[src/assert_macros.svh]
// Assertion macros shared by the RTL. With SYNTH defined they expand to nothing.
`ifndef ASSERT_MACROS_SVH
`define ASSERT_MACROS_SVH
`ifndef SYNTH
`define FFA_ASSERT(lbl, clk, rstn, prop) \
  lbl: assert property (@(posedge clk) disable iff (!rstn) prop) else $error("assertion failed");
`define FFA_ASSERT_NEXT(lbl, clk, rstn, ante, cons) \
  lbl: assert property (@(posedge clk) disable iff (!rstn) (ante) |=> (cons)) \
    else $error("assertion failed");
`else
`define FFA_ASSERT(lbl, clk, rstn, prop)
`define FFA_ASSERT_NEXT(lbl, clk, rstn, ante, cons)
`endif
`endif

[src/ffa_pkg.sv]
package ffa_pkg;

  localparam int ADDR_BITS    = 24;
  localparam int HEAP_W       = ADDR_BITS + 1;
  localparam int HEADER_BYTES = 16;
  localparam logic [HEAP_W-1:0] HEAP_RESET = HEAP_W'(65536);
  localparam logic [HEAP_W-1:0] HEAP_CAP   = HEAP_W'(1) << ADDR_BITS;

  typedef enum logic [1:0] {
    ST_OK   = 2'd0,
    ST_OOM  = 2'd1,
    ST_FULL = 2'd2,
    ST_IGN  = 2'd3
  } status_e;

  typedef struct packed {
    logic                 req_type;
    logic [ADDR_BITS-1:0] alloc_size;
    logic [ADDR_BITS-1:0] free_addr;
  } req_t;

  typedef struct packed {
    status_e              status;
    logic [ADDR_BITS-1:0] payload_addr;
  } rsp_t;

  typedef enum logic [3:0] {
    S_INIT, S_IDLE, S_WALK, S_A_SPL, S_A_FW, S_A_NW, S_F_PRV, S_F_PCK,
    S_F_NXT, S_F_NCK, S_F_NN, S_F_NNW, S_F_WR, S_RESP
  } state_e;

  typedef enum logic [1:0] {RD_ZERO, RD_RNEXT, RD_WPREV, RD_WNEXT} rd_sel_e;

  typedef enum logic [2:0] {
    WR_INIT, WR_SPLIT, WR_AFIT, WR_LINK_S, WR_LINK_W, WR_W
  } wr_sel_e;

  typedef enum logic [1:0] {W_HIT, W_PMERGE, W_NMERGE} w_sel_e;

  typedef struct packed {
    logic    init;
    logic    accept;
    logic    rd_en;
    rd_sel_e rd_sel;
    logic    wr_en;
    wr_sel_e wr_sel;
    logic    w_ld;
    w_sel_e  w_sel;
    logic    pop;
    logic    push;
    logic    push_rd;
    logic    resp_ld;
    status_e resp_status;
    logic    resp_addr;
  } cmd_t;

  typedef struct packed {
    logic fit;
    logic match;
    logic rfree;
    logic rnext_nil;
    logic wprev_nil;
    logic wnext_nil;
    logic spare_empty;
    logic free_bad;
    logic req_free;
    logic out_busy;
  } sts_t;

endpackage

[src/ffa_ctrl.sv]
module ffa_ctrl (
  input  logic          clk_i,
  input  logic          rst_ni,
  input  logic          cfg_we_i,
  input  logic          in_valid_i,
  output logic          in_ready_o,
  input  ffa_pkg::sts_t sts_i,
  output ffa_pkg::cmd_t cmd_o
);

  ffa_pkg::state_e  state_q, state_d;
  logic             op_free_q, op_free_d;
  ffa_pkg::status_e st_q, st_d;
  logic             ad_q, ad_d;
  logic             in_fire;

  assign in_ready_o = (state_q == ffa_pkg::S_IDLE);
  assign in_fire    = in_valid_i && in_ready_o;

  always_ff @(posedge clk_i or negedge rst_ni) begin
    if (!rst_ni) begin
      state_q   <= ffa_pkg::S_INIT;
      op_free_q <= 1'b0;
      st_q      <= ffa_pkg::ST_OK;
      ad_q      <= 1'b0;
    end else begin
      state_q   <= state_d;
      op_free_q <= op_free_d;
      st_q      <= st_d;
      ad_q      <= ad_d;
    end
  end

  always_comb begin
    cmd_o     = '0;
    state_d   = state_q;
    op_free_d = op_free_q;
    st_d      = st_q;
    ad_d      = ad_q;
    case (state_q)
      ffa_pkg::S_INIT: begin
        cmd_o.init   = 1'b1;
        cmd_o.wr_en  = 1'b1;
        cmd_o.wr_sel = ffa_pkg::WR_INIT;
        state_d      = ffa_pkg::S_IDLE;
      end
      ffa_pkg::S_IDLE: begin
        if (in_fire) begin
          cmd_o.accept = 1'b1;
          op_free_d    = sts_i.req_free;
          if (sts_i.req_free && sts_i.free_bad) begin
            st_d    = ffa_pkg::ST_IGN;
            ad_d    = 1'b0;
            state_d = ffa_pkg::S_RESP;
          end else begin
            cmd_o.rd_en  = 1'b1;
            cmd_o.rd_sel = ffa_pkg::RD_ZERO;
            state_d      = ffa_pkg::S_WALK;
          end
        end
      end
      ffa_pkg::S_WALK: begin
        if (!op_free_q && sts_i.fit) begin
          cmd_o.w_ld  = 1'b1;
          cmd_o.w_sel = ffa_pkg::W_HIT;
          state_d     = ffa_pkg::S_A_SPL;
        end else if (op_free_q && sts_i.match) begin
          if (sts_i.rfree) begin
            st_d    = ffa_pkg::ST_IGN;
            ad_d    = 1'b0;
            state_d = ffa_pkg::S_RESP;
          end else begin
            cmd_o.w_ld  = 1'b1;
            cmd_o.w_sel = ffa_pkg::W_HIT;
            state_d     = ffa_pkg::S_F_PRV;
          end
        end else if (sts_i.rnext_nil) begin
          st_d    = op_free_q ? ffa_pkg::ST_IGN : ffa_pkg::ST_OOM;
          ad_d    = 1'b0;
          state_d = ffa_pkg::S_RESP;
        end else begin
          cmd_o.rd_en  = 1'b1;
          cmd_o.rd_sel = ffa_pkg::RD_RNEXT;
        end
      end
      ffa_pkg::S_A_SPL: begin
        if (sts_i.spare_empty) begin
          st_d    = ffa_pkg::ST_FULL;
          ad_d    = 1'b0;
          state_d = ffa_pkg::S_RESP;
        end else begin
          cmd_o.pop    = 1'b1;
          cmd_o.wr_en  = 1'b1;
          cmd_o.wr_sel = ffa_pkg::WR_SPLIT;
          cmd_o.rd_en  = !sts_i.wnext_nil;
          cmd_o.rd_sel = ffa_pkg::RD_WNEXT;
          state_d      = ffa_pkg::S_A_FW;
        end
      end
      ffa_pkg::S_A_FW: begin
        cmd_o.wr_en  = 1'b1;
        cmd_o.wr_sel = ffa_pkg::WR_AFIT;
        st_d         = ffa_pkg::ST_OK;
        ad_d         = 1'b1;
        state_d      = sts_i.wnext_nil ? ffa_pkg::S_RESP : ffa_pkg::S_A_NW;
      end
      ffa_pkg::S_A_NW: begin
        cmd_o.wr_en  = 1'b1;
        cmd_o.wr_sel = ffa_pkg::WR_LINK_S;
        state_d      = ffa_pkg::S_RESP;
      end
      ffa_pkg::S_F_PRV: begin
        if (sts_i.wprev_nil) begin
          state_d = ffa_pkg::S_F_NXT;
        end else begin
          cmd_o.rd_en  = 1'b1;
          cmd_o.rd_sel = ffa_pkg::RD_WPREV;
          state_d      = ffa_pkg::S_F_PCK;
        end
      end
      ffa_pkg::S_F_PCK: begin
        if (sts_i.rfree) begin
          cmd_o.w_ld    = 1'b1;
          cmd_o.w_sel   = ffa_pkg::W_PMERGE;
          cmd_o.push    = 1'b1;
          cmd_o.push_rd = 1'b0;
        end
        state_d = ffa_pkg::S_F_NXT;
      end
      ffa_pkg::S_F_NXT: begin
        if (sts_i.wnext_nil) begin
          state_d = ffa_pkg::S_F_WR;
        end else begin
          cmd_o.rd_en  = 1'b1;
          cmd_o.rd_sel = ffa_pkg::RD_WNEXT;
          state_d      = ffa_pkg::S_F_NCK;
        end
      end
      ffa_pkg::S_F_NCK: begin
        if (sts_i.rfree) begin
          cmd_o.w_ld    = 1'b1;
          cmd_o.w_sel   = ffa_pkg::W_NMERGE;
          cmd_o.push    = 1'b1;
          cmd_o.push_rd = 1'b1;
          state_d       = sts_i.rnext_nil ? ffa_pkg::S_F_WR : ffa_pkg::S_F_NN;
        end else begin
          cmd_o.wr_en  = 1'b1;
          cmd_o.wr_sel = ffa_pkg::WR_LINK_W;
          state_d      = ffa_pkg::S_F_WR;
        end
      end
      ffa_pkg::S_F_NN: begin
        cmd_o.rd_en  = 1'b1;
        cmd_o.rd_sel = ffa_pkg::RD_WNEXT;
        state_d      = ffa_pkg::S_F_NNW;
      end
      ffa_pkg::S_F_NNW: begin
        cmd_o.wr_en  = 1'b1;
        cmd_o.wr_sel = ffa_pkg::WR_LINK_W;
        state_d      = ffa_pkg::S_F_WR;
      end
      ffa_pkg::S_F_WR: begin
        cmd_o.wr_en  = 1'b1;
        cmd_o.wr_sel = ffa_pkg::WR_W;
        st_d         = ffa_pkg::ST_OK;
        ad_d         = 1'b0;
        state_d      = ffa_pkg::S_RESP;
      end
      ffa_pkg::S_RESP: begin
        if (!sts_i.out_busy) begin
          cmd_o.resp_ld = 1'b1;
          state_d       = ffa_pkg::S_IDLE;
        end
      end
      default: begin
        state_d = ffa_pkg::S_INIT;
      end
    endcase
    cmd_o.resp_status = st_q;
    cmd_o.resp_addr   = ad_q;
    if (cfg_we_i) begin
      state_d = ffa_pkg::S_INIT;
    end
  end

endmodule

[config.mk]
export PLATFORM = sky130hd
export DESIGN_NAME = ffa_ctrl
export DESIGN_NICKNAME = d
export VERILOG_FILES = /design/src/assert_macros.svh /design/src/ffa_pkg.sv /design/src/ffa_ctrl.sv
export SDC_FILE = /design/constraint.sdc
export NUM_CORES = 1
export LEC_CHECK = 0
export ABC_CLOCK_PERIOD_IN_PS = 3100
export BUFFER_PORTS_ARGS = -buffer_cell sky130_fd_sc_hd__buf_2
export CAP_MARGIN = 20
export CORE_MARGIN = 3
export CORE_UTILIZATION = 50
export CTS_BUF_LIST = sky130_fd_sc_hd__clkbuf_16
export CTS_CLUSTER_SIZE = 14
export DETAILED_ROUTE_END_ITERATION = 8
export GPL_TIMING_DRIVEN = 0
export MAX_ROUTING_LAYER = met4
export PLACE_DENSITY = 0.79
export SKIP_LAST_GASP = 1
export SLEW_MARGIN = 15
export SYNTH_ARGS = -nofsm -noshare
export SYNTH_HDL_FRONTEND = slang
export SYNTH_SLANG_ARGS = --single-unit
[constraint.sdc]
create_clock -name clk_i -period 3.1 [get_ports clk_i]
set_input_delay 0.62 -clock clk_i [delete_from_list [all_inputs] [get_ports clk_i]]
set_output_delay 0.62 -clock clk_i [all_outputs]
set_load 0.02 [all_outputs]
Word level (Yosys, flattened, before mapping)
Index checks and enable logic that the tools add are counted.
{"block": "word_totals", "elab_cells": 99, "in_bits": 14, "out_inout_bits": 20, "regBits": 8}
{"block": "classes", "n_eq_ne": 22, "n_reduce_logical": 15, "n_mux": 58}
{"op": "$mux W4", "count": 13}
{"op": "$pmux W4 S13", "count": 1}
{"op": "$mux W3", "count": 14}
{"op": "$pmux W4 S7", "count": 1}
{"op": "$eq A4 B4 Y1 const B", "count": 6}
{"op": "$mux W2", "count": 10}
{"op": "$pmux W3 S6", "count": 1}
{"op": "$eq A4 B3 Y1 const B", "count": 4}
{"op": "$reduce_and A7 Y1", "count": 2}
{"op": "$mux W1", "count": 13}
{"op": "$ne A3 B3 Y1 const B", "count": 3}
{"op": "$pmux W3 S3", "count": 1}
{"op": "$eq A4 B2 Y1 const B", "count": 2}
{"op": "$pmux W2 S4", "count": 1}
{"op": "$mux W7", "count": 1}
{"op": "$ne A5 B5 Y1 const B", "count": 1}
{"op": "$pmux W1 S5", "count": 1}
{"op": "$reduce_bool A5 Y1", "count": 1}
{"op": "$eq A4 B1 Y1 const B", "count": 1}
{"op": "$logic_and A1 B1 Y1", "count": 4}
{"op": "$logic_not A4 Y1", "count": 1}
{"op": "$ne A2 B1 Y1 const B", "count": 2}
{"op": "$ne A2 B2 Y1 const B", "count": 2}
{"op": "$pmux W2 S2", "count": 1}
{"op": "6 further kinds", "count": 8}

Depth between registers and ports, before layout
{"block": "logic_depth", "word_depth": 5, "depth_mapped": 7, "ltp_nobuf": 5}

Worst setup path after synthesis
No wires, ideal clock.
{"block": "synth_path", "path_type": "in2out", "from": "in sts_i[3] (netlist bit)", "to": "out cmd_o[14] (netlist bit)", "setup_slack_ns": 0.961, "t_required_ns": 2.480, "cell_stages": 4, "arrival_ns": 1.519, "path_buffers": 0, "path_cell_list": "or2b_1 > nor3_1 > a31oi_1 > o21ai_0"}
{"element": "from (decl)", "line_no": "ffa_ctrl.sv:7", "source": "input ffa_pkg::sts_t sts_i,"}
{"element": "to (decl)", "line_no": "ffa_ctrl.sv:8", "source": "output ffa_pkg::cmd_t cmd_o"}

==> impl_metrics.py <==
metrics = {
    "logic_synthesis": {
        "synthTopCellsByCount": "13 x nand2_1, 10 x nor2_1, 9 x a21oi_1, 8 x dfrtp_1, 8 x nand2b_1",
        "netlist_instances": 134,
        "synth-main-ff-cell": "dfrtp_1",
        "synth_seq_cells": 8,
        "avgSynthCellArea_sq_um": 8.00,
        "synth_area_leaders": "dfrtp_1 19%, nand2b_1 4.7%, nand2_1 4.6%",
        "synth_warnings": 0,
        "synthArstFlopShare_pct": 100,
        "yosysSeqAreaShare_pct": 18.7,
        "syn_area_sq_um": 1070,
        "synth_fp_nets": 148,
        "yosysUniqueCellTypes": 57,
        "synth.most_common_cell": "nand2_1",
        "synth_edf_count": 0,
        "yosys.area.top_type": "dfrtp_1",
        "yosys.area.top_type_share_pct": 18.7,
    },
    "global_routing": {
        "use_met2_pct": 42.8,
        "grt_usage_pct": 26.4,
        "grt_remaining_overflow": 0,
        "grt_pass1_vias": 1144,
        "busiest_layer": "met2",
        "met3_usage_pct": 4.27,
        "grt_pass1_wl_microns": 5220,
        "antenna_found_initial": 0,
        "grt_max_degree": 11,
        "use_met1_pct": 31.8,
    },
    "clock_tree": {
        "post_cts_buffers": 0,
        "cts_tree": "done",
        "clock-sinks": 8,
        "clkTransAtPathRegs_ns": 0.03,
        "root_buffer": "clkbuf_16",
        "cts_buffer_depth": 2,
        "htreeDepth": 1,
        "clk_latency_ns": 0.23,
        "cts_hold_buf": 0,
        "cts_buffers": 3,
        "cts_resized": 0,
    },
    "finish": {
        "drive_above_1_share_pct": 38.8,
        "antenna_cells": 0,
        "nNetsFinal": 186,
        "nFillCells": 192,
        "seqCellArea_sq_um": 200,
        "multi_input_area_sq_um": 749,
        "syn2layout_area_growth_pct": 25.6,
        "finalInstanceArea_sq_um": 1350,
    },
    "sta": {
        "fin_setup_tns_ns": 0,
        "drv_slew": 0,
        "worstMarginPinSlew_ns": 0.344,
        "fmax_mhz": 413,
        "finalSetupViolations": 0,
        "min_period_ns": 2.42,
        "setup_ws_ns": 0.678,
        "fin_crit_sh_pct": 78.1,
        "worst_clock_skew_ns": 0.00111,
        "rsz0062_at_grt": "false",
        "relSlewSlack_pct": 76.8,
        "hold_violations": 0,
    },
    "critical_path": {
        "crit_type": "register to output port",
        "crit_path_max_fanout": 10,
        "crit_path_start_kind": "register",
        "crit_arrival_ns": 1.80,
        "crit_required_ns": 2.48,
        "cp-end-kind": "output port",
    },
    "detailed_routing": {
        "wirelength_microns": 3160,
        "ant_nets": 0,
        "drt-initial-drc-count": 72,
        "vias": 1186,
        "first_pass_iters": 4,
        "via_per_inst": 6.02,
        "wl_per_cell_microns": 16.0,
        "drc": 0,
    },
    "floorplanning": {
        "start_util_pct": 53.6,
        "core_region_area_sq_um": 2000,
        "ios": 34,
        "row_count": 16,
        "fp.dieH_microns": 52.3,
        "dieWidth_microns": 52.3,
        "dieArea_sq_um": 2740,
    },
    "power_and_ir_drop": {
        "internal-power_mw": 0.723,
        "p_leak_nw": 0.646,
        "combinationalPowerShare_pct": 70.1,
        "pwr_density_cell_nw_per_um2": 1050,
        "power.switching_mw": 0.685,
        "vdd_ir_drop_max_uv": 769,
        "clkPwrFrac_pct": 14.8,
        "power_frac_seq_pct": 15.1,
        "switching_share_pct": 48.7,
    },
    "job": {
        "max-cap-violations": 0,
    },
    "placement": {
        "port_buffers": 33,
        "pre_cts_ws_ns": 0.776,
        "dpl.hpwl_microns": 2440,
        "placed_area_sq_um": 1270,
        "place.gp.congestion": 0.925,
    },
    "worst_hold_path": {
        "hold_path_class": "input pin to async pin",
    },
    "run_status": {
        "run_status": "completed",
    },
}
## final cells by class
| cell class | instances | area share (%) |
|---|---|---|
| inverters | 8 | 2.23 |
| multi-input cells | 107 | 55.7 |
| clock buffers | 3 | 5.58 |
| plain buffers | 11 | 6.88 |
| well taps | 27 | 2.51 |
| flip-flops and latches | 8 | 14.9 |
| repair buffers | 33 | 12.3 |
## per-stage QoR
stage	instances	hold slack, ns	power [mW]	util, %
2_1_floorplan	134	0.324	0.943	-
5_1_grt	197	0.229	1.51	67.3
6_report	197	0.225	1.41	67.3
3_5_place_dp	194	0.466	1.19	63.5
3_3_place_gp	194	0.461	1.17	63.5
4_1_cts	197	0.227	1.41	67.3
## cells in the final DEF (no fill, tap or decap), drive strengths merged, types with 3 or more instances in the layout
cell type / Yosys / layout
nand2b: 9 / 9
and3: 3 / 3
inv: 8 / 8
a21oi: 9 / 9
nor2: 11 / 11
nand2: 13 / 13
nor3: 4 / 4
clkbuf: 1 / 4
dfrtp: 8 / 8
a31oi: 4 / 4
nand3: 3 / 3
o21ai: 10 / 10
a21boi: 3 / 3
buf: 10 / 43
## layer usage
metal  up-vias  routed length (microns)
met5         -                        0
met3         8                      248
met2        60                     1620
met4         0                       45
li1        560                        -
met1       558                     1250
## sequential cells by signal, summed over array words and instances, names as in the netlist
signal and count:
st_q 2, op_free_q 1, state_q 4, ad_q 1
## path summary, 6_finish.rpt
check / start / cells past startpoint / to / slack, ns
max in group asynchronous: rst_ni / 1 / state_q[1]$_DFFE_PN0P_ / 2.71
setup reg to reg: state_q[3]$_DFFE_PN0P_ / 5 / state_q[0]$_DFFE_PN0P_ / 1.51
hold / removal: rst_ni / 1 / st_q[1]$_DFFE_PN0P_ / 0.22
min in group clk_i: st_q[1]$_DFFE_PN0P_ / 2 / st_q[1]$_DFFE_PN0P_ / 0.52
setup / recovery: state_q[1]$_DFFE_PN0P_ / 6 / cmd_o[16] / 0.68
hold reg to reg: st_q[1]$_DFFE_PN0P_ / 2 / st_q[1]$_DFFE_PN0P_ / 0.52
## kinds of logic (layout without fill, tap and decap cells)
| family | Yosys count | in the layout | synth area share (%) |
|---|---|---|---|
| AND/OR/NAND/NOR | 57 | 57 | 33.3 |
| flip-flops | 8 | 8 | 18.7 |
| buffers and inverters | 19 | 55 | 11.4 |
| AO/OA/AOI/OAI | 47 | 47 | 33.6 |
| multiplexers | 3 | 3 | 3.03 |
## critical path: stages (launching register included)
cell	delay, ns
dfrtp_1	0.38
clkbuf_4	0.22
buf_4	0.20
nand2_1	0.08
or3_4	0.35
o2111ai_2	0.16
buf_2	0.19
## power groups by stage
stage | logic [mW] | registers [mW] | clock network, mW
3_5_place_dp | 0.978 | 0.211 | 0
5_1_grt | 1.08 | 0.220 | 0.218
4_1_cts | 0.981 | 0.211 | 0.213
3_3_place_gp | 0.960 | 0.210 | 0
2_1_floorplan | 0.728 | 0.215 | 0
6_report | 0.988 | 0.213 | 0.208
Power figures use the tool's default switching activity.
